===== src/rtl/stft_pkg.sv =====
// Shared types, constants and trig table for the STFT level analyzer.
`default_nettype none
package stft_pkg;
	localparam int SAMPLE_W = 16;
	localparam int XW_W = 17;
	localparam int TRIG_W = 17;
	localparam int PROD_W = 34;
	localparam int ACC_W = 40;
	localparam int MAG_W = 25;
	localparam int PWR_W = 51;
	localparam int BIN_W = 6;
	localparam int DB_W = 16;
	localparam int ANG_W = 6;

	localparam logic signed [DB_W-1:0] LEVEL_MIN = -16'sd25600;
	localparam logic signed [DB_W-1:0] LEVEL_MAX = 16'sd7680;
	localparam logic [17:0] DB_PER_LOG2 = 18'd197283;

	typedef logic signed [SAMPLE_W-1:0] sample_t;
	typedef logic signed [XW_W-1:0] xw_t;
	typedef logic signed [TRIG_W-1:0] trig_t;
	typedef logic [PWR_W-1:0] pwr_t;

	typedef struct packed {
		logic [BIN_W-1:0] bin;
		pwr_t power;
	} pwr_word_t;

	localparam logic [16:0] QUARTER_SINE [17] = '{
		17'd0, 17'd3212, 17'd6393, 17'd9512, 17'd12540, 17'd15447, 17'd18205,
		17'd20788, 17'd23170, 17'd25330, 17'd27246, 17'd28899, 17'd30274,
		17'd31357, 17'd32138, 17'd32610, 17'd32768
	};

	function automatic trig_t sine64(input logic [ANG_W-1:0] a);
		logic [3:0] r;
		trig_t fwd;
		trig_t rev;
		trig_t res;
		r = a[3:0];
		fwd = trig_t'(QUARTER_SINE[r]);
		rev = trig_t'(QUARTER_SINE[5'(5'd16 - {1'b0, r})]);
		unique case (a[5:4])
			2'd0: res = fwd;
			2'd1: res = rev;
			2'd2: res = -fwd;
			default: res = -rev;
		endcase
		return res;
	endfunction

	function automatic trig_t cosine64(input logic [ANG_W-1:0] a);
		return sine64(ANG_W'(a + 6'd16));
	endfunction
endpackage
`default_nettype wire


===== src/rtl/stft_if.sv =====
// Stream interfaces for the sample input and level output channels.
`default_nettype none


interface stft_level_if;
	logic valid;
	logic ready;
	logic [5:0] bin_index;
	logic signed [15:0] level_db;
	logic last_bin;
	modport source (output valid, output bin_index, output level_db, output last_bin,
		input ready);
	modport sink (input valid, input bin_index, input level_db, input last_bin,
		output ready);
endinterface
`default_nettype wire


===== src/rtl/stft_log.sv =====
// Iterative log2 of bin power and conversion to Q8.8 dB with output register.
`default_nettype none
module stft_log import stft_pkg::*; #(
	parameter int FFT_SIZE = 64
) (
	input logic clk,
	input logic arst_n,
	input logic in_valid,
	output logic in_ready,
	input pwr_word_t in_word,
	stft_level_if.source levels
);
	localparam int AW = $clog2(FFT_SIZE);
	localparam int EW = $clog2(PWR_W);
	localparam int OFFSET = (29 + 2 * AW) * 65536;
	localparam int DBP_W = 43;

	typedef enum logic [2:0] {ST_IDLE, ST_NORM, ST_SQR, ST_SCALE, ST_DB, ST_OUT} state_t;

	state_t state_q;
	pwr_t m_q;
	logic [EW-1:0] e_q;
	logic [30:0] mant_q;
	logic [3:0] i_q;
	logic [15:0] frac_q;
	logic [BIN_W-1:0] bin_q;
	logic signed [DBP_W-1:0] prod_q;
	logic signed [DB_W-1:0] db_q;

	logic [61:0] sqf;
	logic [31:0] t;
	logic signed [23:0] v;
	logic signed [DBP_W-1:0] dbq;

	assign in_ready = state_q == ST_IDLE;
	assign levels.valid = state_q == ST_OUT;
	assign levels.bin_index = bin_q;
	assign levels.level_db = db_q;
	assign levels.last_bin = bin_q == BIN_W'(FFT_SIZE / 2);

	always_comb begin
		sqf = 62'(mant_q) * 62'(mant_q);
		t = sqf[61:30];
		v = 24'({2'b00, e_q, frac_q}) - 24'(OFFSET);
		dbq = (prod_q + DBP_W'(64'sd8388608)) >>> 24;
	end

	always_ff @(posedge clk or negedge arst_n) begin
		if (!arst_n) begin
			state_q <= ST_IDLE;
			m_q <= '0;
			e_q <= '0;
			mant_q <= '0;
			i_q <= '0;
			frac_q <= '0;
			bin_q <= '0;
			prod_q <= '0;
			db_q <= '0;
		end else begin
			unique case (state_q)
				ST_IDLE: begin
					if (in_valid) begin
						bin_q <= in_word.bin;
						m_q <= in_word.power;
						e_q <= EW'(PWR_W - 1);
						if (in_word.power == '0) begin
							db_q <= LEVEL_MIN;
							state_q <= ST_OUT;
						end else begin
							state_q <= ST_NORM;
						end
					end
				end
				ST_NORM: begin
					if (m_q[PWR_W-1]) begin
						mant_q <= m_q[PWR_W-1 -: 31];
						i_q <= 4'd15;
						frac_q <= '0;
						state_q <= ST_SQR;
					end else begin
						m_q <= PWR_W'(m_q << 1);
						e_q <= EW'(e_q - 1'b1);
					end
				end
				ST_SQR: begin
					if (t[31]) begin
						mant_q <= t[31:1];
						frac_q[i_q] <= 1'b1;
					end else begin
						mant_q <= t[30:0];
					end
					if (i_q == 4'd0) begin
						state_q <= ST_SCALE;
					end else begin
						i_q <= 4'(i_q - 1'b1);
					end
				end
				ST_SCALE: begin
					prod_q <= DBP_W'(v) * DBP_W'($signed({1'b0, DB_PER_LOG2}));
					state_q <= ST_DB;
				end
				ST_DB: begin
					priority if (dbq < DBP_W'(LEVEL_MIN)) begin
						db_q <= LEVEL_MIN;
					end else if (dbq > DBP_W'(LEVEL_MAX)) begin
						db_q <= LEVEL_MAX;
					end else begin
						db_q <= dbq[DB_W-1:0];
					end
					state_q <= ST_OUT;
				end
				ST_OUT: begin
					if (levels.ready) begin
						state_q <= ST_IDLE;
					end
				end
				default: state_q <= ST_IDLE;
			endcase
		end
	end
endmodule
`default_nettype wire


===== src/flat_wrapper.sv =====
// flat-port wrapper written by rule: the top's interface ports become plain ports
module stft_log_flat import stft_pkg::*;
#(
	parameter int FFT_SIZE = 64
)
  (clk, arst_n, in_valid, in_ready, in_word, levels_valid, levels_bin_index, levels_level_db, levels_last_bin, levels_ready);
  stft_level_if levels_i ();
  input logic clk;
  input logic arst_n;
  input logic in_valid;
  output logic in_ready;
  input pwr_word_t in_word;
  output wire logic [$bits(levels_i.valid)-1:0] levels_valid;
  output wire logic [$bits(levels_i.bin_index)-1:0] levels_bin_index;
  output wire logic [$bits(levels_i.level_db)-1:0] levels_level_db;
  output wire logic [$bits(levels_i.last_bin)-1:0] levels_last_bin;
  input wire logic [$bits(levels_i.ready)-1:0] levels_ready;
  assign levels_valid = levels_i.valid;
  assign levels_bin_index = levels_i.bin_index;
  assign levels_level_db = levels_i.level_db;
  assign levels_last_bin = levels_i.last_bin;
  assign levels_i.ready = levels_ready;
  stft_log #(.FFT_SIZE(FFT_SIZE)) u_core (.clk(clk), .arst_n(arst_n), .in_valid(in_valid), .in_ready(in_ready), .in_word(in_word), .levels(levels_i));
endmodule

===== config.mk =====
export PLATFORM = sky130hd
export DESIGN_NAME = stft_log_flat
export DESIGN_NICKNAME = d
export VERILOG_FILES = /design/src/rtl/stft_pkg.sv /design/src/rtl/stft_if.sv /design/src/rtl/stft_log.sv /design/src/flat_wrapper.sv
export SDC_FILE = /design/constraint.sdc
export NUM_CORES = 2
export LEC_CHECK = 0
export ABC_AREA = 1
export BUFFER_PORTS_ARGS = -buffer_cell sky130_fd_sc_hd__buf_2
export CORE_MARGIN = 5
export CORE_UTILIZATION = 45
export CTS_CLUSTER_DIAMETER = 100
export DETAILED_ROUTE_END_ITERATION = 16
export GPL_TIMING_DRIVEN = 0
export HOLD_SLACK_MARGIN = 0.1
export PLACE_DENSITY_LB_ADDON = 0.2
export SYNTH_ARGS = -nofsm -noshare
export SYNTH_HDL_FRONTEND = slang
export SYNTH_SLANG_ARGS = --single-unit

===== constraint.sdc =====
create_clock -name clk -period 7.57 [get_ports clk]
set_clock_uncertainty 0.05 [all_clocks]
set_input_delay 0.3785 -clock clk [delete_from_list [all_inputs] [get_ports clk]]
set_output_delay 0.3785 -clock clk [all_outputs]
set_load 0.02 [all_outputs]

---- After elaboration in Yosys (flattened, before gate mapping) ----
Index checks and enable logic that the tools add are counted.
word-level totals
  input bits .............................. 61
  flip-flop bits (word level) ............. 176
  ROM bits ................................ 0
  logic and storage cells ................. 78
  memories kept ........................... 0
  output and inout bits ................... 25
  bits in writable memories ............... 0
  bits in latches ......................... 0
cells by class
  bitwise operators ....................... 1
  eq/ne operators ......................... 14
  shifts and indexed selects .............. 0
  add/sub/neg operators ................... 4
  reductions and logical operators ........ 15
  divide/modulo/power cells ............... 0
  muxes and demuxes ....................... 28
  $mul .................................... 2
  magnitude comparators ................... 4
operators with widths
  kind                    number
  $mux 51                 2
  $pmux 51 s2             1
  $mux 16                 6
  $pmux 16 s2             2
  $mul 31x31->62          1
  $mux 31                 2
  $pmux 31 s2             1
  $logic_not 51->1        1
  $add 43x25->43 const B  1
  $mul 23x19->42 const B  1
  $sub 22x22->23 const B  1
  $gt 19x14->1 const B    1
  $lt 19x16->1 const B    1
  $pmux 3 s6              1
  $or 16x16->16           1
  $mux 3                  5
  $mux 6                  2
  $pmux 6 s2              1
  $reduce_and 3->1        4
  $ne 2x1->1 const B      5
  $mux 4                  2
  $pmux 4 s2              1
  $eq 3x2->1 const B      2
  $eq 3x3->1 const B      2
  other kinds (15)        21

---- Logic depth before layout (Yosys ltp) ----
  word-level depth ........................ 7
  mapped depth ............................ 37
  depth with buffers taken out ............ 34

---- Worst setup path before layout ----
OpenSTA, ideal clock, no wires.
  kind .................................... register -> register
  start point ............................. register u_core.mant_q[22]
  end point ............................... register u_core.mant_q[15]
  cell stages (with the launch flop) ...... 33
  setup time .............................. 0.119 ns
  path buffers ............................ 4
  data required time ...................... 7.401 ns
  arrival ................................. 6.877 ns
  path slack .............................. 0.524 ns
  clock period less this slack ............ 7.046 ns
  cell sequence ........................... dfrtp_1 clkbuf_1 buf_1 nand2_1 fa_1 inv_1 fa_1 inv_1 fa_1 fa_1 inv_1 fa_1 fa_1 fa_1 inv_1 fa_1 inv_1 ha_1 nand2_1 inv_1 nand2_1 nor2_4 nand2_1 nor3_2 nand2_1 nand2_1 nand2_1 nand2_2 nand2_2 buf_6 buf_6 o21bai_2 nor2_1
on the way
  longest elaborated chain between the ends .. 3
ends and longest elaborated chain
  element                   line            text
  start: declaration        stft_log.sv:23  logic [30:0] mant_q;
  start signal: assignment  stft_log.sv:76  mant_q <= m_q[PWR_W-1 -: 31];
  start signal: assignment  stft_log.sv:87  mant_q <= t[31:1];
  start signal: assignment  stft_log.sv:90  mant_q <= t[30:0];
  $mul 31x31->62            stft_log.sv:42  sqf = 62'(mant_q) * 62'(mant_q);
  $mux 31                   stft_log.sv:86  if (t[31]) begin
  $pmux 31 s2               stft_log.sv:60  unique case (state_q)
Every way passes these cells.
A chain may end at the register's enable or synchronous reset.

---- Worst setup path after layout ----
  start point ............................. register u_core.mant_q[8]
  end point ............................... register u_core.mant_q[14]
The elaborated chain is that of the path after synthesis.

==> impl_results.md <==
* Initial DRC count at 2886
* Clock root buffer: clkbuf_16
* Status: finished, final reports clean
* Vias/cell at 5.12
* Clock Latency Late Sink at ~0.44 ns
* CP Max Fanout at 10
* Synth area leaders: fa_1, inv_1, ha_1
* RSZ-0062 raised after global routing: yes
* Die Ht at between 300 and 400 µm
* Initial antenna violation count at 2
* CP required at 7.84 ns
* First-pass GRT wire length at between 200000 and 250000 µm
* TritonCTS buffer count at 17
* Slew Viols, Final at 0
* Filler cell count at 9256
* Synth top area share at 0.392
* Avg Inst Size Synth at 7.96 µm²
* Leading area contributor after synthesis: fa_1
* Hold_sp: in_word[51]
* Antenna Nets Post-Route at 0
* Nets at 6980
* Setup crit start kind: flop
* Ys Warns at 0
* CP startpoint: u_core.mant_q[8]
* Final Hold Fails at 0
* Share of flip-flops with an asynchronous set or reset at 1.00
* CTS Sinks at 152
* DR DRC count at 0
* Prevailing post-synth register cell: dfrtp_1
* Cell Area, Synth at roughly 43000 µm²
* Routed length per instance at 20.2 µm
* Row count at 113
* Rel. slew slack at 0.386
* GPL Wtd Cong at 0.986
* Worst Slack Setup Final at 0.136 ns
* I/O pin cnt at 86
* Overall routing resource usage at 0.272
* Yosys cell types at 53
* Slowest stage cell, crit path: fa_2
* #FFs+latches synth at around 150
* MaxCap Viol Count at 0
* Crit share post-route at 0.982
* FF+latch area at 3840 µm²
* Ant. Diodes at 0
* Crit-path most repeated cell: fa_1
* Reg2reg start: u_core.mant_q[8]
* CP max stage delay at 0.64 ns
* Total wire length at ~140000 µm
* Top Family by Delay on Critical Path: adder cells
* Core ar. at 95200 µm²
* CP Class: flop to flop
* GR Overflow Total at 0
* Max Clk Rate at 0.135 GHz
* Minimum clock period at 7.43 ns
* # H-tree levels at 4
* Post-Syn Nets at 6798
* Type of destination of the critical path: flop
* Clock-pin slew on the worst setup and hold paths at 0.08 ns
* Vias at 35293
* FF-to-FF setup slack at 0.14 ns
* Area Growth Syn to Fin at 11.1%
* Largest net degree at the start of global routing at 94
* Worst Hold Class: input port to flop
* Full die area at 102000 µm²
* CTS max path bufs at 2
* Port bufs at 85
* CTS tree: yes
* Worst Max-Slew Pin Slew at 0.920 ns
* Place WS at -1.83 ns
* Starting Density at 0.455
* Cells after Synth at 5435
* Final setup viols at 0
* Critical path arrival at 7.70 ns
* Vias in the first global route at 35863
* DIE WIDTH at 320 µm
* Sequential cell area fraction in the yosys report at 0.0879
* Post-synth EDFFs at 0
* Pre-antenna DRT Iters at 6
* Area of the multi-input gates at 33400 µm²
* Fraction of layout cells with a size suffix above 1 at 0.0856
* CP bufs+invs at 7
* HPWL after DPL at 118000 µm
-- final timing paths --
kind,end,cells past startpoint
setup / recovery,u_core.mant_q[14],29
hold / removal,u_core.levels.bin_index[0],3
setup reg to reg,u_core.mant_q[14],29
hold reg to reg,u_core.levels.level_db[4],2
max in group asynchronous,u_core.mant_q[14],3
min in group asynchronous,u_core.prod_q[24],2
-- synthesized netlist by cell type (3+ instances only) --
library cell and count:
o221ai_1 32, o21bai_1 31, buf_2 7, a21o_1 9, nor3_2 3, o21bai_2 6
dfrtp_1 152, o211ai_1 10, nand4_1 24, nor2_2 7, nand2_1 1208, o21a_1 3
buf_1 6, inv_1 1615, nand3_1 158, a21boi_0 4, o21ai_0 107, nand2_2 8
clkbuf_1 122, a22oi_1 9, nor3_1 26, o21ai_1 16, a21oi_1 148, ha_1 454
xnor2_1 24, fa_1 848, inv_2 8, or2_2 22, xor2_1 45, nor4_1 18
nor2_1 250, a31oi_1 7, o21ai_2 9, nand3b_1 12
-- tightest hold or removal path: cells and delay by family --
family	cells	cell delay (ns)
and+or+nand+nor	2	0.10
buffers and inverters	1	0.09
-- cell families after synthesis --
| family | count (synthesis) | synth area share |
|---|---|---|
| simple gates | 1747 | 0.165 |
| xor+xnor | 70 | 0.0143 |
| flops | 152 | 0.0879 |
| fa+ha+maj | 1302 | 0.524 |
| compound gates | 401 | 0.0557 |
| buf+inv | 1763 | 0.154 |
-- layout by cell type, fill, tap and decap left out, drive strengths merged, types with 31 or more instances in the layout --
| cell type | n |
|---|---|
| buf | 212 |
| fa | 848 |
| nor3 | 31 |
| o21bai | 37 |
| nand2 | 1217 |
| xor2 | 46 |
| a21oi | 150 |
| inv | 1626 |
| ha | 454 |
| clkbuf | 103 |
| nor2 | 260 |
| o221ai | 32 |
| o21ai | 132 |
| dfrtp | 152 |
| nand3 | 160 |
-- final cells by class --
class	count	area share
buffer	132	0.0282
clock buffer	20	0.00971
clock inverter	11	0.00232
inverter	1625	0.127
multi-input combinational	3521	0.694
sequential	152	0.0799
tap	1265	0.0329
timing repair buffer	168	0.0260
-- layer usage --
layer	wire length, µm	vias up	share of wire	global-route usage
met4	4780	4	0.034	0.0739
met5	27	-	0.00019	0
met2	63300	1320	0.45	0.433
li1	-	16253	-	-
met1	60600	17486	0.43	0.393
met3	11000	230	0.079	0.0397
-- per-stage QoR --
stage          utilization  setup TNS, ns  cells  instance area, µm²  hold slack [ns]
3_3_place_gp         0.476         -78.99   6785               45300            0.419
3_5_place_dp         0.476         -80.48   6786               45300            0.291
5_1_grt              0.505          -1.64   6894               48100            0.113
2_1_floorplan            -              0   5435               43300           0.0329
6_report             0.505              0   6894               48100            0.108
4_1_cts              0.492              0   6839               46800            0.102
-- registers in the layout (all words and copies together) (netlist names) --
name                     count
u_core.m_q                  51
u_core.mant_q               31
u_core.prod_q               19
u_core.frac_q               16
u_core.levels.level_db      16
u_core.e_q                   6
u_core.levels.bin_index      6
u_core.i_q                   4
u_core.state_q               3
-- what timing repair did --
item,CTS,global route
endpoints found under the hold margin,63,0
hold buffers,5,0
buffers inserted,19,53
pin swaps,2,55
gates cloned,0,6
resized for setup,255,222
setup endpoints to repair,47,47
Power is left out: the tool's default activity adds up to more than one toggle a clock period on the data nets, which glitch-free logic cannot reach.
