===== src/rtl/stft_pkg.sv =====
// Shared types, constants and trig table for the STFT level analyzer.
`default_nettype none
package stft_pkg;
	localparam int SAMPLE_W = 16;
	localparam int XW_W = 17;
	localparam int TRIG_W = 17;
	localparam int PROD_W = 34;
	localparam int ACC_W = 40;
	localparam int MAG_W = 25;
	localparam int PWR_W = 51;
	localparam int BIN_W = 6;
	localparam int DB_W = 16;
	localparam int ANG_W = 6;

	localparam logic signed [DB_W-1:0] LEVEL_MIN = -16'sd25600;
	localparam logic signed [DB_W-1:0] LEVEL_MAX = 16'sd7680;
	localparam logic [17:0] DB_PER_LOG2 = 18'd197283;

	typedef logic signed [SAMPLE_W-1:0] sample_t;
	typedef logic signed [XW_W-1:0] xw_t;
	typedef logic signed [TRIG_W-1:0] trig_t;
	typedef logic [PWR_W-1:0] pwr_t;

	typedef struct packed {
		logic [BIN_W-1:0] bin;
		pwr_t power;
	} pwr_word_t;

	localparam logic [16:0] QUARTER_SINE [17] = '{
		17'd0, 17'd3212, 17'd6393, 17'd9512, 17'd12540, 17'd15447, 17'd18205,
		17'd20788, 17'd23170, 17'd25330, 17'd27246, 17'd28899, 17'd30274,
		17'd31357, 17'd32138, 17'd32610, 17'd32768
	};

	function automatic trig_t sine64(input logic [ANG_W-1:0] a);
		logic [3:0] r;
		trig_t fwd;
		trig_t rev;
		trig_t res;
		r = a[3:0];
		fwd = trig_t'(QUARTER_SINE[r]);
		rev = trig_t'(QUARTER_SINE[5'(5'd16 - {1'b0, r})]);
		unique case (a[5:4])
			2'd0: res = fwd;
			2'd1: res = rev;
			2'd2: res = -fwd;
			default: res = -rev;
		endcase
		return res;
	endfunction

	function automatic trig_t cosine64(input logic [ANG_W-1:0] a);
		return sine64(ANG_W'(a + 6'd16));
	endfunction
endpackage
`default_nettype wire


===== src/rtl/stft_if.sv =====
// Stream interfaces for the sample input and level output channels.
`default_nettype none
interface stft_sample_if;
	logic valid;
	logic ready;
	logic signed [15:0] sample;
	modport source (output valid, output sample, input ready);
	modport sink (input valid, input sample, output ready);
endinterface

`default_nettype wire


===== src/rtl/stft_front.sv =====
// Sample history, hop counting and Hann windowing of each frame.
`default_nettype none
module stft_front import stft_pkg::*; #(
	parameter int FFT_SIZE = 64,
	parameter int HOP_SIZE = 16
) (
	input logic clk,
	input logic arst_n,
	stft_sample_if.sink samples,
	output logic push,
	output xw_t push_data,
	input logic push_ready
);
	localparam int AW = $clog2(FFT_SIZE);
	localparam int HW = $clog2(HOP_SIZE + 1);
	localparam int ASH = ANG_W - AW;

	typedef enum logic {ST_TAKE, ST_READ} state_t;

	state_t state_q;
	logic [AW-1:0] wpos_q, rd_n_q, rd_addr;
	logic [HW-1:0] hop_q;
	logic [FFT_SIZE-1:0] hist_vld_q;
	sample_t hist_mem [FFT_SIZE];

	logic valid_s1, valid_s2, ok_s1;
	sample_t samp_s1;
	logic [16:0] win_s1;
	xw_t xw_s2;

	logic accept, adv, issue;
	logic [ANG_W-1:0] widx;
	logic signed [18:0] wdiff;
	logic [16:0] win;
	sample_t samp_eff;
	logic signed [PROD_W-1:0] prod;
	logic [PROD_W-1:0] mag;
	logic [PROD_W-1:0] rnd;
	xw_t xw;

	assign samples.ready = state_q == ST_TAKE;
	assign accept = samples.valid && samples.ready;
	assign adv = !valid_s2 || push_ready;
	assign issue = (state_q == ST_READ) && adv;
	assign rd_addr = AW'(wpos_q + rd_n_q);
	assign push = valid_s2;
	assign push_data = xw_s2;

	always_comb begin
		widx = ANG_W'(ANG_W'(rd_n_q) << ASH);
		wdiff = 19'sd32768 - 19'(cosine64(widx));
		win = 17'(wdiff >>> 1);
		samp_eff = ok_s1 ? samp_s1 : '0;
		prod = PROD_W'(samp_eff) * PROD_W'($signed({1'b0, win_s1}));
		mag = prod[PROD_W-1] ? PROD_W'(-prod) : PROD_W'(prod);
		rnd = (mag + PROD_W'(16384)) >> 15;
		xw = prod[PROD_W-1] ? -xw_t'(rnd[XW_W-1:0]) : xw_t'(rnd[XW_W-1:0]);
	end

	always_ff @(posedge clk) begin
		if (accept) begin
			hist_mem[wpos_q] <= samples.sample;
		end
		if (adv) begin
			samp_s1 <= hist_mem[rd_addr];
			ok_s1 <= hist_vld_q[rd_addr];
			win_s1 <= win;
			xw_s2 <= xw;
		end
	end

	always_ff @(posedge clk or negedge arst_n) begin
		if (!arst_n) begin
			state_q <= ST_TAKE;
			wpos_q <= '0;
			rd_n_q <= '0;
			hop_q <= '0;
			hist_vld_q <= '0;
			valid_s1 <= 1'b0;
			valid_s2 <= 1'b0;
		end else begin
			if (adv) begin
				valid_s1 <= issue;
				valid_s2 <= valid_s1;
			end
			unique case (state_q)
				ST_TAKE: begin
					if (accept) begin
						hist_vld_q[wpos_q] <= 1'b1;
						wpos_q <= AW'(wpos_q + 1'b1);
						if (hop_q == HW'(HOP_SIZE - 1)) begin
							hop_q <= '0;
							rd_n_q <= '0;
							state_q <= ST_READ;
						end else begin
							hop_q <= HW'(hop_q + 1'b1);
						end
					end
				end
				ST_READ: begin
					if (adv) begin
						rd_n_q <= AW'(rd_n_q + 1'b1);
						if (rd_n_q == AW'(FFT_SIZE - 1)) begin
							state_q <= ST_TAKE;
						end
					end
				end
				default: state_q <= ST_TAKE;
			endcase
		end
	end
endmodule
`default_nettype wire


===== src/flat_wrapper.sv =====
// flat-port wrapper written by rule: the top's interface ports become plain ports
module stft_front_flat import stft_pkg::*;
#(
	parameter int FFT_SIZE = 64,
	parameter int HOP_SIZE = 16
)
  (clk, arst_n, push, push_data, push_ready, samples_valid, samples_sample, samples_ready);
  stft_sample_if samples_i ();
  input logic clk;
  input logic arst_n;
  output logic push;
  output xw_t push_data;
  input logic push_ready;
  input wire logic [$bits(samples_i.valid)-1:0] samples_valid;
  input wire logic [$bits(samples_i.sample)-1:0] samples_sample;
  output wire logic [$bits(samples_i.ready)-1:0] samples_ready;
  assign samples_i.valid = samples_valid;
  assign samples_i.sample = samples_sample;
  assign samples_ready = samples_i.ready;
  stft_front #(.FFT_SIZE(FFT_SIZE), .HOP_SIZE(HOP_SIZE)) u_core (.clk(clk), .arst_n(arst_n), .samples(samples_i), .push(push), .push_data(push_data), .push_ready(push_ready));
endmodule

===== config.mk =====
export PLATFORM = sky130hd
export DESIGN_NAME = stft_front_flat
export DESIGN_NICKNAME = d
export VERILOG_FILES = /design/src/rtl/stft_pkg.sv /design/src/rtl/stft_if.sv /design/src/rtl/stft_front.sv /design/src/flat_wrapper.sv
export SDC_FILE = /design/constraint.sdc
export NUM_CORES = 2
export LEC_CHECK = 0
export ABC_AREA = 1
export BUFFER_PORTS_ARGS = -buffer_cell sky130_fd_sc_hd__clkbuf_2
export CAP_MARGIN = 20
export CORE_ASPECT_RATIO = 0.9
export CORE_MARGIN = 5
export CORE_UTILIZATION = 30
export CTS_CLUSTER_DIAMETER = 50
export DETAILED_ROUTE_END_ITERATION = 8
export GPL_TIMING_DRIVEN = 0
export SETUP_SLACK_MARGIN = 0.05
export SLEW_MARGIN = 30
export SYNTH_ARGS = -nofsm -noshare
export SYNTH_HDL_FRONTEND = slang
export SYNTH_SLANG_ARGS = --single-unit

===== constraint.sdc =====
create_clock -name clk -period 10.9 [get_ports clk]
set_clock_uncertainty 0.1 [all_clocks]
set_input_delay 1.635 -clock clk [delete_from_list [all_inputs] [get_ports clk]]
set_output_delay 1.635 -clock clk [all_outputs]
set_load 0.005 [all_outputs]

# After elaboration in Yosys (flattened, before gate mapping)
# Memories as Yosys holds them, arrays and structs flattened. A register that Yosys moved wholly into a read port is not among the register bits.
# Cells that the tools add are included.
# W data, S select, Z words.
# totals
mem_bits_ro	1088
out_inout_bits	19
elab_cells	74
in_bits	20
ff_bits	119
memories	3
ramBits	1024
# classes
reduce_logical	8
multipliers	1
n_lt_le_gt_ge	5
addsub	12
muxes	24
eq_ne	7
bitwise_logic	4
# mem_list
name	depth	word_bits	read_ports	rd_ports_with_merged_regs	write_ports	line	rtl
u_core.hist_mem	64	16	1	1	1	stft_front.sv:24	sample_t hist_mem [FFT_SIZE];
(no name shown)	32	17	1	0	0	stft_pkg.sv:42	rev = trig_t'(QUARTER_SINE[5'(5'd16 - {1'b0, r})]);
(no name shown)	32	17	1	0	0	stft_pkg.sv:41	fwd = trig_t'(QUARTER_SINE[r]);
# op_table
op	n
$mux W17	5
$or A64 B64 Y64	1
$neg A17 Y17	3
$pmux W17 S3	1
$mul A16 B18 Y34	1
$add A32 B15 Y32 const B	1
$mux W32	1
$neg A32 Y32	1
$mux W6	3
$sub A17 B17 Y18 const A	1
$mux W16	1
$lt A6 B7 Y1 const B	2
$add A6 B1 Y6 const B	2
$pmux W6 S2	1
$mux W1	8
$add A6 B5 Y6 const B	1
$add A6 B6 Y6	1
$bmux W1 S6	1
$demux W1 S6	1
$eq A6 B6 Y1 const B	1
$ge A5 B6 Y1 const B	1
$ge A6 B1 Y1 const B	1
$ge A6 B6 Y1 const B	1
$ne A2 B2 Y1 const B	3
other kinds (16)	18

# Depth between registers and ports, before layout
# depth
ltp_word	9
mapped_depth	48
mapped_depth_nobuf	45

# Worst setup path after synthesis
# Ideal clock, no wire load.
# synth_timing
path_kind	register to register
start	register u_core.ok_s1
end	register u_core.xw_s2[16] (netlist: u_core.push_data[16]), data pin
setup_time_ns	0.249
n_path_buf	3
slack_ns	3.235
t_arrival_ns	7.316
required_ns	10.551
period_less_slack_ns	7.665
path_stages_with_launch	41
path_cell_list	edfxtp_1 -> clkbuf_1 -> clkbuf_1 -> nand2_1 -> clkinv_1 -> nand2_1 -> fa_1 -> inv_1 -> fa_1 -> fa_1 -> fa_1 -> fa_1 -> inv_1 -> fa_1 -> inv_1 -> ha_1 -> nand2_1 -> inv_1 -> (+5 left out) -> nand3_1 -> nand2_2 -> buf_6 -> nand2_4 -> xor2_2 -> ha_1 -> or2_1 -> nand2_1 -> ha_1 -> nand3_1 -> nor2_2 -> nand2_1 -> nor2_4 -> nand2_2 -> nand2_4 -> nand3_1 -> nand2_1 -> inv_1
# synth_between
elab_chain_cells	7
# synth_rtl
element	line	rtl
start, declared	stft_front.sv:26	logic valid_s1, valid_s2, ok_s1;
start signal, assigned	stft_front.sv:66	ok_s1 <= hist_vld_q[rd_addr];
$mux W16 *	stft_front.sv:53	samp_eff = ok_s1 ? samp_s1 : '0;
$mul A16 B18 Y34 *	stft_front.sv:54	prod = PROD_W'(samp_eff) * PROD_W'($signed({1'b0, win_s1}));
$neg A32 Y32	stft_front.sv:55	mag = prod[PROD_W-1] ? PROD_W'(-prod) : PROD_W'(prod);
$mux W32	stft_front.sv:55	
$add A32 B15 Y32	stft_front.sv:56	rnd = (mag + PROD_W'(16384)) >> 15;
$neg A17 Y17	stft_front.sv:57	xw = prod[PROD_W-1] ? -xw_t'(rnd[XW_W-1:0]) : xw_t'(rnd[XW_W-1:0]);
$mux W17 *	stft_front.sv:57	
named net u_core.xw[16]	stft_front.sv:39	xw_t xw;
end signal, assigned	stft_front.sv:68	xw_s2 <= xw;
end, declared	stft_front.sv:29	xw_t xw_s2;
# Mark *: on every way through the listed nets, which the timed path passes. The rest lies on a longest branch.
# A chain may end at the register's enable or synchronous reset.

# Worst setup path in the final report
# Same ends and word-level chain as after synthesis.

==> run summary <==
Hold Buf Count CTS -> 0
FMAX -> 109 MHz
I/O pin total -> 39
Final worst path period share -> 84.1%
Wire per inst -> 22.1 um
Initial antenna violation count -> 10
Longest Clk Path Bufs -> 3
Final setup fails -> 0
Area grow syn2layout -> 14.9%
GR Util All Layers -> 17.5%
Asr flop ratio synth -> 7.25%
Crit-path slowest cell -> clkbuf_1
Skew-Pair Late Insertion Delay -> 780 ps
Max-slew violations -> 0
Largest family of logic cells by synthesized area -> simple AND/OR/NAND/NOR gates
Synthesized instance count -> 5442
Final hold violation count -> 0
YS warnings -> 0
Post-synthesis mux area share -> 0.0513%
Final WL -> 184 mm
IO buf count -> 38
Syn nets -> 5815
WP data arrival -> 9520 ps
Area of the multi-input gates -> 21500 um^2
Via-to-Cell Ratio -> 5.21
Top post-synthesis cells by area -> edfxtp_1 55%, fa_1 7.1%, o21ai_0 5.5%, nor2_1 5.4%, nand2_1 4.4%
Vias in the first global route -> 42000
Placer congestion estimate -> 0.917
Nets -> 6018
Number of remaining DRC errors -> 0
Post-synth EDFFs -> 1075
Crit path buffers/inverters -> 11
Core area -> 194000 um^2
Synth Area in XOR/XNOR -> 0.744%
Most common cell after layout, fill and taps aside -> edfxtp_1
Largest net degree at the start of global routing -> 66
First-pass GRT wire length -> 272 mm
Share of the synthesized area in the top cell type -> 55.1%
Final worst path period need -> 9160 ps
Post-Synth Adder-Cell Area -> 10.2%
Cts bufs inserted -> 116
CTS sink cnt -> 1159
Number of cells on the critical path -> 43
Cell Area, Synth -> 58500 um^2
DP HPWL -> 131 mm
CP most frequent cell -> nand2_1
CP Class -> flop to flop
Mean post-synth cell area -> 10.8 um^2
R2r worst-path depth -> 43
Critical path capture point type -> flop
Worst path top cell family by delay -> adder cells
FILL cells -> 19200
Vias -> 43300
CP peak stage delay -> 550 ps
Max-cap viol count -> 0
Clock H-tree levels -> 3
Reg area -> 34400 um^2
Die extent in y -> 429 um
Status -> completed
Synth Register Bits -> 1159
Die ar. -> 204000 um^2
Compound-Gate Fraction of Synth Area -> 11.1%
GR Overflow Total -> 0
Main synth FF type -> edfxtp_1
CP max FO -> 10
1st-pass router iterations -> 8
Detail Route Antenna Nets -> 0
Reg clk slew, reported paths -> 60 ps
Initial Utilization -> 30.2%
CTS tree -> yes
Initial DRC Count -> 5179
Rows -> 153
Worst EP required -> 11260 ps
Post-Synth Simple-Gate Area -> 13.8%
Postcts setup bufs -> 0
Leading area contributor after synthesis -> edfxtp_1
Hold Crit Class -> flop to flop
Share of post-route cells with drive strength above 1 -> 8.77%
WHS Path Cells -> 2
Relative slew margins -> 25.3%
Worst Max-Slew Pin Slew -> 1110 ps
Setup TNS after final layout -> 0 ps
RSZ-0062 raised after global routing -> false
Resize count post-CTS -> 0
Yosys cell types -> 60
Root Buffer Master -> clkbuf_16
DIE WIDTH -> 476 um
Register area share after synthesis -> 58.7%
Worst setup SP type -> flop
Highest-count cells in the layout ignoring fill and taps -> 1075 x edfxtp_1, 773 x nor2_1, 693 x nand2_1, 640 x o21ai_0, 483 x inv_1
kinds of logic (layout without fill, tap and decap cells):
family,after synthesis,count (layout)
AOI/OAI and AO/OA,1131,1131
adders and majority gates,353,353
other,1,5
xor gates and xnor gates,48,48
buffers and inverters,812,1118
DFF,1159,1159
and+or+nand+nor,1935,1935
muxes,3,3
Yosys cell counts (all sizes together) (3+ instances only):
cell type / count
edfxtp: 1075
nor2: 857
nand2: 728
o21ai: 644
inv: 504
clkbuf: 265
nand3: 256
fa: 209
a21oi: 145
ha: 144
o221ai: 140
o22ai: 121
dfrtp: 84
a31oi: 40
or2: 36
xor2: 36
buf: 26
nand4: 23
nor3: 21
clkinv: 17
a211oi: 13
xnor2: 12
nand3b: 7
o21bai: 5
o211ai: 4
and2: 3
mux2i: 3
o221a: 3
area by class of cell:
cell class                      count  share of cell area, %
Clock buffer                      131                   4.45
Inverter                          521                   2.91
Antenna cell                        4                 0.0149
Sequential cell                  1159                   51.1
Clock inverter                     90                   1.76
Timing Repair Buffer               85                   1.40
Multi-Input combinational cell   3471                   31.9
Buffer                            291                   1.69
Tap cell                         2557                   4.76
path summary, 6_finish.rpt:
kind | startpoint | slack [ps] | end
setup / recovery | u_core.ok_s1$_DFFE_PN_ | 1740 | u_core.push_data[16]$_DFFE_PN_
max in group asynchronous | arst_n | 9410 | u_core.rd_n_q[1]$_DFFE_PN0P_
hold / removal | u_core.valid_s1$_DFFE_PN0N_ | 350 | u_core.push$_DFFE_PN0N_
hold reg to reg | u_core.valid_s1$_DFFE_PN0N_ | 350 | u_core.push$_DFFE_PN0N_
min in group asynchronous | arst_n | 620 | u_core.hist_vld_q[31]$_DFFE_PN0P_
setup reg to reg | u_core.ok_s1$_DFFE_PN_ | 1740 | u_core.push_data[16]$_DFFE_PN_
tightest hold or removal path: stages (launching register included):
cell and delay, ps:
dfrtp_1 320, inv_1 40, nand2_1 50
flip-flops by register name (all words and copies together) (netlist names):
| signal | flops |
|---|---|
| u_core.hist_mem | 1024 |
| u_core.hist_vld_q | 64 |
| u_core.push_data | 17 |
| u_core.win_s1 | 17 |
| u_core.samp_s1 | 16 |
| u_core.rd_n_q | 6 |
| u_core.wpos_q | 6 |
| u_core.hop_q | 5 |
| u_core.ok_s1 | 1 |
| u_core.push | 1 |
| u_core.state_q | 1 |
| u_core.valid_s1 | 1 |
metal layers:
metal  track usage [%]  routed length, um  vias up
met5                 0                 13        -
met3              3.47              18000      340
met2              27.0              81400     2186
met1              24.8              77700    21500
met4              5.83               6550        2
li1                  -                  -    19300
stage by stage:
stage | cells | util, % | setup WS [ps] | instance area (um^2) | hold slack (ps)
6_report | 8309 | 34.7 | 1740 | 67300 | 354
3_5_place_dp | 8084 | 32.5 | 1810 | 63100 | 344
2_1_floorplan | 5442 | - | 3230 | 58500 | 323
3_3_place_gp | 8037 | 32.0 | 1910 | 61900 | 336
4_1_cts | 8305 | 34.7 | 1770 | 67200 | 358
5_1_grt | 8306 | 34.7 | 1160 | 67300 | 373
Power is not shown: default switching activity piles up to over one toggle a cycle in this logic, so the estimate is an artifact.
