===== config.mk =====
export PLATFORM = sky130hd
export DESIGN_NAME = stft_fifo
export DESIGN_NICKNAME = d
export VERILOG_FILES = /design/src/rtl/stft_pkg.sv /design/src/rtl/stft_fifo.sv
export SDC_FILE = /design/constraint.sdc
export NUM_CORES = 1
export LEC_CHECK = 0
export ABC_AREA = 1
export BUFFER_PORTS_ARGS = -buffer_cell sky130_fd_sc_hd__buf_2
export CAP_MARGIN = 15
export CORE_MARGIN = 1.5
export CORE_UTILIZATION = 30
export DETAILED_ROUTE_END_ITERATION = 6
export PLACE_DENSITY_LB_ADDON = 0.3
export REMOVE_ABC_BUFFERS = 1
export SLEW_MARGIN = 25
export SYNTH_ARGS = -nofsm -noshare
export SYNTH_HDL_FRONTEND = slang
export SYNTH_SLANG_ARGS = --single-unit
export TNS_END_PERCENT = 50

===== constraint.sdc =====
create_clock -name clk -period 2 [get_ports clk]
set_input_delay 0.2 -clock clk [delete_from_list [all_inputs] [get_ports clk]]
set_output_delay 0.2 -clock clk [all_outputs]
set_load 0.005 [all_outputs]

===== src/rtl/stft_pkg.sv =====
// Shared types, constants and trig table for the STFT level analyzer.
`default_nettype none
package stft_pkg;
	localparam int SAMPLE_W = 16;
	localparam int XW_W = 17;
	localparam int TRIG_W = 17;
	localparam int PROD_W = 34;
	localparam int ACC_W = 40;
	localparam int MAG_W = 25;
	localparam int PWR_W = 51;
	localparam int BIN_W = 6;
	localparam int DB_W = 16;
	localparam int ANG_W = 6;

	localparam logic signed [DB_W-1:0] LEVEL_MIN = -16'sd25600;
	localparam logic signed [DB_W-1:0] LEVEL_MAX = 16'sd7680;
	localparam logic [17:0] DB_PER_LOG2 = 18'd197283;

	typedef logic signed [SAMPLE_W-1:0] sample_t;
	typedef logic signed [XW_W-1:0] xw_t;
	typedef logic signed [TRIG_W-1:0] trig_t;
	typedef logic [PWR_W-1:0] pwr_t;

	typedef struct packed {
		logic [BIN_W-1:0] bin;
		pwr_t power;
	} pwr_word_t;

	localparam logic [16:0] QUARTER_SINE [17] = '{
		17'd0, 17'd3212, 17'd6393, 17'd9512, 17'd12540, 17'd15447, 17'd18205,
		17'd20788, 17'd23170, 17'd25330, 17'd27246, 17'd28899, 17'd30274,
		17'd31357, 17'd32138, 17'd32610, 17'd32768
	};

	function automatic trig_t sine64(input logic [ANG_W-1:0] a);
		logic [3:0] r;
		trig_t fwd;
		trig_t rev;
		trig_t res;
		r = a[3:0];
		fwd = trig_t'(QUARTER_SINE[r]);
		rev = trig_t'(QUARTER_SINE[5'(5'd16 - {1'b0, r})]);
		unique case (a[5:4])
			2'd0: res = fwd;
			2'd1: res = rev;
			2'd2: res = -fwd;
			default: res = -rev;
		endcase
		return res;
	endfunction

	function automatic trig_t cosine64(input logic [ANG_W-1:0] a);
		return sine64(ANG_W'(a + 6'd16));
	endfunction
endpackage
`default_nettype wire


===== src/rtl/stft_fifo.sv =====
// Small word queue between the windowing front and the transform back end.
`default_nettype none
module stft_fifo import stft_pkg::*; #(
	parameter int W = 17,
	parameter int DEPTH = 4
) (
	input logic clk,
	input logic arst_n,
	input logic in_valid,
	output logic in_ready,
	input logic [W-1:0] in_data,
	output logic out_valid,
	input logic out_ready,
	output logic [W-1:0] out_data
);
	localparam int PW = (DEPTH > 1) ? $clog2(DEPTH) : 1;
	localparam int CW = $clog2(DEPTH + 1);

	logic [W-1:0] mem_q [DEPTH];
	logic [PW-1:0] wr_q, rd_q;
	logic [CW-1:0] cnt_q;
	logic push, pop;

	assign in_ready = cnt_q != CW'(DEPTH);
	assign out_valid = cnt_q != '0;
	assign out_data = mem_q[rd_q];
	assign push = in_valid && in_ready;
	assign pop = out_valid && out_ready;

	always_ff @(posedge clk) begin
		if (push) begin
			mem_q[wr_q] <= in_data;
		end
	end

	always_ff @(posedge clk or negedge arst_n) begin
		if (!arst_n) begin
			wr_q <= '0;
			rd_q <= '0;
			cnt_q <= '0;
		end else begin
			if (push) begin
				wr_q <= (wr_q == PW'(DEPTH - 1)) ? '0 : PW'(wr_q + 1'b1);
			end
			if (pop) begin
				rd_q <= (rd_q == PW'(DEPTH - 1)) ? '0 : PW'(rd_q + 1'b1);
			end
			if (push && !pop) begin
				cnt_q <= CW'(cnt_q + 1'b1);
			end else if (pop && !push) begin
				cnt_q <= CW'(cnt_q - 1'b1);
			end
		end
	end
endmodule
`default_nettype wire


# After elaboration in Yosys (flattened, before gate mapping)
# Memory sizes are Yosys's and may differ from the RTL's.
# Cells that the tools add are included.
[word_totals]
elab_cells = 25
out_inout_bits = 19
romBits = 0
latchBits = 0
regBits = 7
mem_count = 1
input_bits = 21
ramBits = 68
[classes]
add_sub_neg = 4
n_mul = 0
bitwise = 0
n_mux = 6
reduce_logical = 8
shifts = 0
n_eq_ne = 3
div = 0
magnitude_cmp = 0
[mem_list]
columns = ["name", "words", "width", "rd", "rd_ports_with_merged_regs", "wr", "line_no", "text"]
rows = [
  ["mem_q", 4, 17, 1, 0, 1, "stft_fifo.sv:19", "logic [W-1:0] mem_q [DEPTH];"],
]
[op_table]
columns = ["op", "n"]
rows = [
  ["$mux 3", 2],
  ["$add 2x1->2 const B", 2],
  ["$eq 2x2->1 const B", 2],
  ["$logic_and 1x1->1", 4],
  ["$mux 2", 2],
  ["$add 3x1->3 const B", 1],
  ["$ne 3x3->1 const B", 1],
  ["$reduce_bool 3->1", 1],
  ["$sub 3x1->3 const B", 1],
  ["$logic_not 1->1", 2],
  ["$mux 1", 2],
  ["$reduce_bool 2->1", 1],
]

# Depth between registers and ports, before layout
# Gate-level depths: netlist of run 1.
[logic_depth]
depth_word = 6
mapped_depth = 12
mapped_depth_nobuf = 12

# Worst setup path before layout of run 1
# Ideal clock, no wire load.
[synth_timing]
kind = "flip-flop to flip-flop"
startpoint = "register cnt_q[0]"
endpoint = "memory mem_q[0][0], enable pin"
setup_slack_ns = 0.187
stages_incl_launch_ff = 5
required_ns = 1.609
t_arrival_ns = 1.422
period_less_slack_ns = 1.813
n_path_buf = 0
cell_sequence = "dfrtp_1 > inv_1 > nand3_2 > nand2_2 > nor2_1"
[synth_between]
elab_chain_len = 4
[synth_rtl]
columns = ["item", "line_no", "text"]
rows = [
  ["start: declaration", "stft_fifo.sv:21", "logic [CW-1:0] cnt_q;"],
  ["start signal: assignment", "stft_fifo.sv:49", "cnt_q <= CW'(cnt_q + 1'b1);"],
  ["start signal: assignment", "stft_fifo.sv:51", "cnt_q <= CW'(cnt_q - 1'b1);"],
  ["$ne 3x3->1", "stft_fifo.sv:24", "assign in_ready = cnt_q != CW'(DEPTH);"],
  ["named net in_ready", "stft_fifo.sv:10", "output logic in_ready,"],
  ["$logic_and 1x1->1", "stft_fifo.sv:27", "assign push = in_valid && in_ready;"],
  ["$mux 1", "stft_fifo.sv:31", "if (push) begin"],
  ["$mux 1 (implied by the code)", "stft_fifo.sv:32", "mem_q[wr_q] <= in_data;"],
  ["end: declaration", "stft_fifo.sv:19", ""],
]
# The timed path passes the listed nets, and every way through them passes these cells.

# Final worst setup path of run 1
[layout_timing]
startpoint = "register cnt_q[0]"
endpoint = "register cnt_q[1]"
[layout_between]
elab_chain_len = 5
[layout_rtl]
columns = ["item", "line_no", "text"]
rows = [
  ["$ne 3x3->1 (*)", "stft_fifo.sv:24", ""],
  ["$logic_and 1x1->1 (*)", "stft_fifo.sv:27", ""],
  ["named net push", "stft_fifo.sv:22", "logic push, pop;"],
  ["$logic_not 1->1", "stft_fifo.sv:50", "end else if (pop && !push) begin"],
  ["$logic_and 1x1->1", "stft_fifo.sv:50", ""],
  ["$reduce_bool 2->1 (no line)", "-", ""],
]
# Mark *: on every way through the listed nets, which the timed path passes. The rest lies on a longest branch. The select of a mux whose other input is x is not followed.
# A chain may end at the register's enable or synchronous reset.

==> impl_metrics.json, run 1 <==
{
  "status": "finished, final reports clean",
  "clk_latency_ps": 340,
  "grt_overflow_total": 0,
  "cts_tree": "yes",
  "nets": 334,
  "top_level_ports": 40,
  "crit_fanout": 7,
  "coreArea_um2": 10400,
  "die_x_um": 107,
  "post-route-util": 0.370,
  "reg2reg_depth": 9,
  "hold_violations": 0,
  "dr_total_vias": 1971,
  "viasPerCell": 4.41,
  "dp_hpwl_mm": 3.94,
  "antenna_left": 0,
  "synthCells": 257,
  "fin_crit_sh": 0.929,
  "place_area_um2": 3590,
  "synth_cell_type_count": 19,
  "wl_mm": 5.96,
  "synth_seq_cells": 75,
  "num_rows": 37,
  "die_y_um": 107,
  "fillCellCount": 1037,
  "clkTransAtPathRegs_ps": 80,
  "worstReg2RegStart": "cnt_q[0]",
  "post-layout-total-power_w": 0.00542,
  "first_pass_iters": 4,
  "pwr_density_cell_nw_per_um2": 1410,
  "cp-endpoint": "cnt_q[1]",
  "slew_headroom": 0.797,
  "yosysWarnings": 0,
  "port_buffers": 39,
  "rsz0062_at_grt": "false",
  "initial_utilization": 0.311,
  "critPathLaunch": "cnt_q[0]",
  "grt_use_total": 0.116,
  "routedWlPerCell_um": 13.3,
  "min_period_ps": 1860,
  "cts_buffer_depth": 2,
  "post_route_cells_drive_above_1_share": 0.244,
  "root_buffer": "clkbuf_8",
  "rr_endpoint": "cnt_q[1]",
  "startpoint_type": "register",
  "grt_pass1_wl_mm": 9.72,
  "grt_max_degree": 25,
  "tightest_slew_ps": 305,
  "drtIter0Drc": 44,
  "htreeDepth": 3,
  "dieArea_um2": 11400,
  "synthesis.area_um2": 3220,
  "skew_ps": 5.87,
  "multi_input_area_um2": 716,
  "peakVddDrop_mv": 0.625,
  "drv_cap": 0,
  "antenna_found_initial": 0,
  "r2r_setup_slack_ps": 140,
  "numCtsBuffers": 9,
  "first_global_vias": 1882,
  "yosysSeqAreaShare": 0.688,
  "drc": 0,
  "hold_path.class": "in2reg",
  "p_leak_nw": 1.57,
  "seqCellArea_um2": 2220,
  "cts.sinks": 75,
  "clock.fmax_mhz": 538,
  "worstSetupPathType": "reg2reg",
  "cts_setup_buffers": 0,
  "worst_ep_required_time_ps": 2220,
  "arrival_ps": 2080,
  "endpoint_kind": "register",
  "syn_avg_cell_area_um2": 12.5,
  "gp_congestion": 0.739,
  "final_area_um2": 3840,
  "setup_violations": 0,
  "antenna_cells": 0,
  "drv_slew": 0,
  "area_delta_synth_final_pct": 19.2
}
==> kinds of logic after synthesis <==
| kind of cell | Yosys count | share of synthesized area |
|---|---|---|
| DFF | 75 | 0.688 |
| xor gates and xnor gates | 1 | 0.00272 |
| AOI/OAI and AO/OA | 35 | 0.0839 |
| buffers and inverters | 59 | 0.0940 |
| and+or+nand+nor | 80 | 0.101 |
| adders and majority gates | 7 | 0.0295 |
==> cells in the mapped netlist (all sizes together) <==
cell	count	area, um^2
buf	11	120
nand4	1	6.26
o211ai	34	265
nand3	7	45.0
inv	48	183
xnor2	1	8.76
o21ai	1	5.00
nor2	6	25.0
edfxtp	68	2040
nand2	66	250
ha	6	75.1
dfrtp	7	175
fa	1	20.0
==> critical path: stages (launching register included) <==
cell	delay, ps
dfrtp_1	430
inv_1	110
nand3_2	140
nand2_4	140
inv_1	60
ha_1	210
inv_1	80
fa_1	420
nand2_1	70
o21ai_0	80
==> registers in the layout, indices dropped and copies added, names as in the netlist <==
name   count
mem_q     68
cnt_q      3
rd_q       2
wr_q       2
==> routing by layer <==
layer  GRT usage  share of wire
met5           0              0
met4      0.0486          0.016
met3      0.0419          0.055
met2       0.187           0.49
met1       0.140           0.44
==> cell type report <==
| class | instances | share of cell area |
|---|---|---|
| tap | 136 | 0.0443 |
| clock inverter | 7 | 0.0264 |
| sequential | 75 | 0.579 |
| clock buffer | 9 | 0.0323 |
| multi-input combinational | 123 | 0.187 |
| timing repair buffer | 49 | 0.0841 |
| inverter | 48 | 0.0476 |
==> worst min-delay path by stage <==
stage                        endpoint  depth (start not counted)  slack (ps)  startpoint
after floorplan              cnt_q[0]                          0        -100      arst_n
after global placement       cnt_q[1]                          1          50      arst_n
after detailed placement     cnt_q[0]                          1          50      arst_n
after CTS                 mem_q[0][8]                          1          50  in_data[8]
after global routing      mem_q[1][4]                          1          50  in_data[4]
final                     mem_q[1][4]                          1          70  in_data[4]
==> metrics by stage <==
step | worst slack, ps | hold WS [ps] | setup TNS, ps | instances
2_1_floorplan | -21.5 | -95.6 | -34.6 | 246
3_3_place_gp | 193 | 47.6 | 0 | 430
3_5_place_dp | 116 | 46.5 | 0 | 430
4_1_cts | 99.7 | 52.5 | 0 | 447
5_1_grt | 24.2 | 47.1 | 0 | 447
6_report | 141 | 69.0 | 0 | 447
==> layout by cell type, fill, tap and decap left out, types with 4 or more instances in the layout <==
master and n:
edfxtp_1 68, nand2_1 65, inv_1 47, buf_2 39
o211ai_1 32, clkbuf_8 9, ha_1 6, dfrtp_1 6
nor2_2 5, nand3_1 5, buf_4 5, buf_12 4
==> power breakdown <==
group          internal [W]  switching (W)
Combinational      0.000773        0.00110
Sequential          0.00208       0.000197
Clock              0.000710       0.000563
Total               0.00356        0.00186
==> repair_timing <==
action | CTS | global route
setup endpoints to repair | 0 | 4
hold buffers | 1 | 0
resized for setup | 0 | 2
hold endpoints to repair | 7 | 0
(Power assumes the default switching activity.)
==> inputs of run 2 (changes only) <==
--- a/config.mk
+++ b/config.mk
@@ -12,6 +12,7 @@
 export CORE_UTILIZATION = 30
 export DETAILED_ROUTE_END_ITERATION = 6
 export PLACE_DENSITY_LB_ADDON = 0.3
+export RECOVER_POWER = 50
 export REMOVE_ABC_BUFFERS = 1
 export SLEW_MARGIN = 25
 export SYNTH_ARGS = -nofsm -noshare
==> run 2 against run 1 <==
Worst setup slack improved by 7.1 ps. Worst hold slack gained 49 ps. Design area fell by 0.72%. Routed wire length increased by 0.15%. Critical path depth unchanged. Flip-flop and latch count unchanged. Critical endpoint unchanged.
==> impl_metrics.json, run 2 (synthesized netlist as in run 1, its figures left out) <==
{
  "clk_latency_ps": 340,
  "rr_endpoint": "cnt_q[1]",
  "gp_congestion": 0.739,
  "reg2reg_depth": 9,
  "hold-worst-slack_ps": 118,
  "arrival_ps": 2070,
  "startpoint_type": "register",
  "antenna_left": 0,
  "first_global_vias": 1882,
  "reg.largest.list": "mem_q (68), cnt_q (3)",
  "coreArea_um2": 10400,
  "holdCritStartpoint": "in_data[16]",
  "cts_setup_buffers": 0,
  "grt_use_total": 0.116,
  "clock.fmax_mhz": 540,
  "port_buffers": 39,
  "die_x_um": 107,
  "antenna_found_initial": 0,
  "wl_mm": 5.97,
  "cts_tree": "yes",
  "numCtsBuffers": 9,
  "wl_met2_mm": 2.96,
  "pwr_density_cell_nw_per_um2": 1420,
  "top_register": "mem_q",
  "area_delta_synth_final_pct": 18.3,
  "worstSetupPathType": "reg2reg",
  "peakVddDrop_mv": 0.624,
  "r2r_setup_slack_ps": 150,
  "skew_ps": 7.83,
  "crit_fanout": 7,
  "nets": 334,
  "grt_max_degree": 25,
  "drv_slew": 0,
  "hold_violations": 0,
  "htreeDepth": 3,
  "drv_cap": 0,
  "cp-endpoint": "cnt_q[1]",
  "die_y_um": 107,
  "min_period_ps": 1850,
  "final_cell_mix": "edfxtp_1, nand2_1, inv_1",
  "place_area_um2": 3590,
  "antenna_cells": 0,
  "post-layout-total-power_w": 0.00541,
  "tightest_slew_ps": 425,
  "grt_pass1_wl_mm": 9.72,
  "post_route_cells_drive_above_1_share": 0.180,
  "drtIter0Drc": 48,
  "critPathLaunch": "cnt_q[0]",
  "status": "finished, final reports clean",
  "dr_total_vias": 1980,
  "top_layer": "met4",
  "drc": 0,
  "viasPerCell": 4.43,
  "hold_path.class": "in2reg",
  "fillCellCount": 1050,
  "rsz0062_at_grt": "false",
  "cts.sinks": 75,
  "route.met3.wl_um": 371,
  "p_leak_nw": 1.52,
  "final_area_um2": 3810,
  "top_level_ports": 40,
  "endpoint_kind": "register",
  "fin_crit_sh": 0.926,
  "drt-met1-wl_mm": 2.56,
  "final_common_cell": "edfxtp_1",
  "root_buffer": "clkbuf_8",
  "dieArea_um2": 11400,
  "worst_ep_required_time_ps": 2220,
  "initial_utilization": 0.311,
  "routedWlPerCell_um": 13.3,
  "clkTransAtPathRegs_ps": 80,
  "grt_overflow_total": 0,
  "largest_reg_flops": 68,
  "num_rows": 37,
  "dp_hpwl_mm": 3.94,
  "slew_headroom": 0.716,
  "setup_violations": 0,
  "worstReg2RegStart": "cnt_q[0]",
  "first_pass_iters": 4,
  "cts_buffer_depth": 2
}
run 2: cell types whose count changed in the layout (fill, tap and decap cells not counted):
| cell | delta |
|---|---|
| buf_2 | -18 |
| clkbuf_1 | +18 |
| nor2_1 | +2 |
| nor2_2 | -2 |
run 2: timing repair:
action	in CTS	in global routing
resized for setup	0	2
setup endpoints to repair	0	4
hold buffers	1	0
endpoints found under the hold margin	7	0
run 2: where the power goes:
| group | switching, W | leakage, nW | internal, W | total, W |
|---|---|---|---|---|
| Sequential | 0.000198 | 0.707 | 0.00208 | 0.00228 |
| Clock | 0.000561 | 0.106 | 0.000710 | 0.00127 |
| Combinational | 0.00109 | 0.706 | 0.000766 | 0.00186 |
run 2: final cells by class:
cell class	instances	area (um^2)	area share
Timing Repair Buffer	49	300	0.0788
Multi-Input combinational cell	123	711	0.187
Clock buffer	9	124	0.0325
Tap cell	136	170	0.0447
Inverter	48	183	0.0479
Sequential cell	75	2220	0.583
Clock inverter	7	101	0.0266
run 2: per-layer routing:
layer  vias up  global-route usage
li1        971                   -
met1       961               0.140
met2        40               0.187
met3         8              0.0419
met4         0              0.0486
met5         -                   0
run 2: worst min path at each step:
stage | end | slack (ps) | depth (start not counted)
floorplan | cnt_q[0] | -100 | 0
global placement | cnt_q[1] | 50 | 1
detailed placement | cnt_q[0] | 50 | 1
CTS | mem_q[0][8] | 50 | 1
global route | mem_q[0][8] | 100 | 1
finish | mem_q[1][16] | 120 | 1
run 2: stage by stage:
step	instances	setup slack (ps)	TNS, ps	utilization
after floorplan	246	-21.5	-34.6	-
after global placement	430	193	0	0.347
after detailed placement	430	116	0	0.347
after CTS	447	99.7	0	0.369
after global routing	447	24.2	0	0.367
final	447	148	0	0.367
run 2: worst max-delay path: stages, from the launching register on:
cell and delay, ps:
dfrtp_1 430, inv_1 110, nand3_2 140, nand2_4 130, inv_1 60, ha_1 210, inv_1 80, fa_1 420
nand2_1 70, o21ai_0 80
==> inputs of run 3 (changes only) <==
==> constraint.sdc (replaced) <==
create_clock -name clk -period 2 [get_ports clk]
set_input_delay 0.2 -clock clk [delete_from_list [all_inputs] [get_ports clk]]
set_output_delay 0.2 -clock clk [all_outputs]
set_load 0.01 [all_outputs]
==> run 3 against run 2 <==
Sequential share of layout area is 0.14 points lower. Worst hold slack got worse by 5.7 ps. Clock-buffer cell count stayed put. Register-to-register slack about the same. Global-route usage is 0.22 points lower. Design area up 0.13%. Critical path depth did not move. Cell count is 0.22% higher. Power up 2.1%. Sequential power is essentially flat. Critical path type unchanged. Largest cell class unchanged.
==> impl_metrics.json, run 3 (synthesized netlist as in run 1, its figures left out) <==
{
  "antenna_cells": 0,
  "status": "finished, final reports clean",
  "cts_tree": "yes",
  "endpoint_kind": "register",
  "r2r_setup_slack_ps": 130,
  "drv_cap": 0,
  "rr_endpoint": "cnt_q[1]",
  "num_rows": 37,
  "drt-met1-wl_mm": 2.60,
  "p_leak_nw": 1.52,
  "top_register": "mem_q",
  "top_level_ports": 40,
  "peakVddDrop_mv": 0.670,
  "hold_violations": 0,
  "reg2reg_depth": 9,
  "placed_cells": 430,
  "area_delta_synth_final_pct": 18.5,
  "route.met3.wl_um": 322,
  "grt_use_total": 0.114,
  "slew_headroom": 0.662,
  "fillCellCount": 1009,
  "grt_max_degree": 25,
  "dr_total_vias": 1930,
  "crit_fanout": 7,
  "top_layer": "met4",
  "final_cell_count_no_fill": 448,
  "dieArea_um2": 11400,
  "cts.sinks": 75,
  "startpoint_type": "register",
  "largest_reg_flops": 68,
  "numCtsBuffers": 9,
  "port_buffers": 39,
  "min_period_ps": 1870,
  "drtIter0Drc": 86,
  "first_global_vias": 1918,
  "drc": 0,
  "post-layout-total-power_w": 0.00552,
  "cts_buffer_depth": 2,
  "coreArea_um2": 10400,
  "dp_hpwl_mm": 3.89,
  "die_y_um": 107,
  "die_x_um": 107,
  "fin_crit_sh": 0.933,
  "wl_met2_mm": 2.84,
  "grt_overflow_total": 0,
  "nets": 335,
  "antenna_found_initial": 0,
  "final_common_cell": "edfxtp_1",
  "worstSetupPathType": "reg2reg",
  "arrival_ps": 2090,
  "post_route_cells_drive_above_1_share": 0.192,
  "grt_pass1_wl_mm": 9.54,
  "rsz0062_at_grt": "false",
  "clkTransAtPathRegs_ps": 80,
  "routedWlPerCell_um": 13.1,
  "viasPerCell": 4.31,
  "reg.largest.list": "mem_q (68), cnt_q (3)",
  "clock.fmax_mhz": 536,
  "antenna_left": 0,
  "drv_slew": 0,
  "critPathLaunch": "cnt_q[0]",
  "root_buffer": "clkbuf_8",
  "initial_utilization": 0.311,
  "worstReg2RegStart": "cnt_q[0]",
  "wl_mm": 5.86,
  "clk_latency_ps": 350,
  "skew_ps": 5.74,
  "hold_path.class": "in2reg",
  "pwr_density_cell_nw_per_um2": 1450,
  "first_pass_iters": 4,
  "htreeDepth": 3,
  "cp-endpoint": "cnt_q[1]",
  "worst_ep_required_time_ps": 2230,
  "tightest_slew_ps": 507,
  "final_cell_mix": "edfxtp_1, nand2_1, inv_1",
  "setup_violations": 0,
  "gp_congestion": 0.737
}
run 3: changes by cell type in the layout (fill, tap and decap cells not counted):
cell	previous run	this run
clkbuf_1	18	19
clkinv_2	0	1
clkinvlp_4	2	0
dfrtp_2	0	1
dfrtp_4	1	0
fa_1	1	0
fa_2	0	1
inv_1	47	45
inv_2	0	2
inv_6	1	2
nand2_1	65	64
nand2_2	0	1
run 3: final cells by class:
class / instances / area [um^2] / share of cell area
Clock buffer: 9 / 124 / 0.0325
Clock inverter: 7 / 100 / 0.0262
Inverter: 48 / 183 / 0.0479
Multi-Input combinational cell: 123 / 716 / 0.188
Sequential cell: 75 / 2220 / 0.582
Tap cell: 136 / 170 / 0.0446
Timing Repair Buffer: 50 / 304 / 0.0797
run 3: critical path, stage by stage, from the launching register on:
cell and delay, ps:
dfrtp_1 410, inv_1 110, nand3_2 140, nand2_4 130, inv_1 50, ha_1 220
inv_1 100, fa_2 440, nand2_1 70, o21ai_0 70
run 3: metal layers:
layer / up-vias / global-route usage
met3: 9 / 0.0444
met5: - / 0
met4: 0 / 0.0533
li1: 968 / -
met1: 915 / 0.131
met2: 38 / 0.185
run 3: where the power goes:
part	leakage (nW)	switching (W)	internal, W
combinational	0.704	0.00120	0.000783
clock	0.114	0.000561	0.000712
sequential	0.707	0.000187	0.00208
total	1.52	0.00195	0.00357
run 3: how the worst min path moves through the flow:
stage                      from      endpoint  slack [ps]  depth (start not counted)
floorplan                arst_n      cnt_q[0]        -100                          0
detailed placement       arst_n      cnt_q[0]          50                          1
global route         in_data[8]   mem_q[0][8]         100                          1
global placement         arst_n      cnt_q[0]          50                          1
finish              in_data[11]  mem_q[1][11]         110                          1
CTS                 in_data[11]  mem_q[1][11]          40                          1
run 3: through the flow:
stage                     TNS, ps  utilization  setup slack [ps]  cell area (um^2)  hold WS (ps)
after global routing            0        0.368              23.8              3810          97.2
after global placement          0        0.347               194              3590          46.8
after CTS                       0        0.369              82.6              3830          43.6
final                           0        0.368               134              3810           112
after floorplan             -34.6            -             -21.5              3100         -95.6
after detailed placement        0        0.347               100              3590          46.2
run 3: timing repair:
item | 4_1_cts | 5_1_grt
hold buffers | 1 | 0
gates resized for setup | 0 | 5
endpoints found under the hold margin | 7 | 0
endpoints found under the setup margin | 0 | 2
buffers inserted | 0 | 1
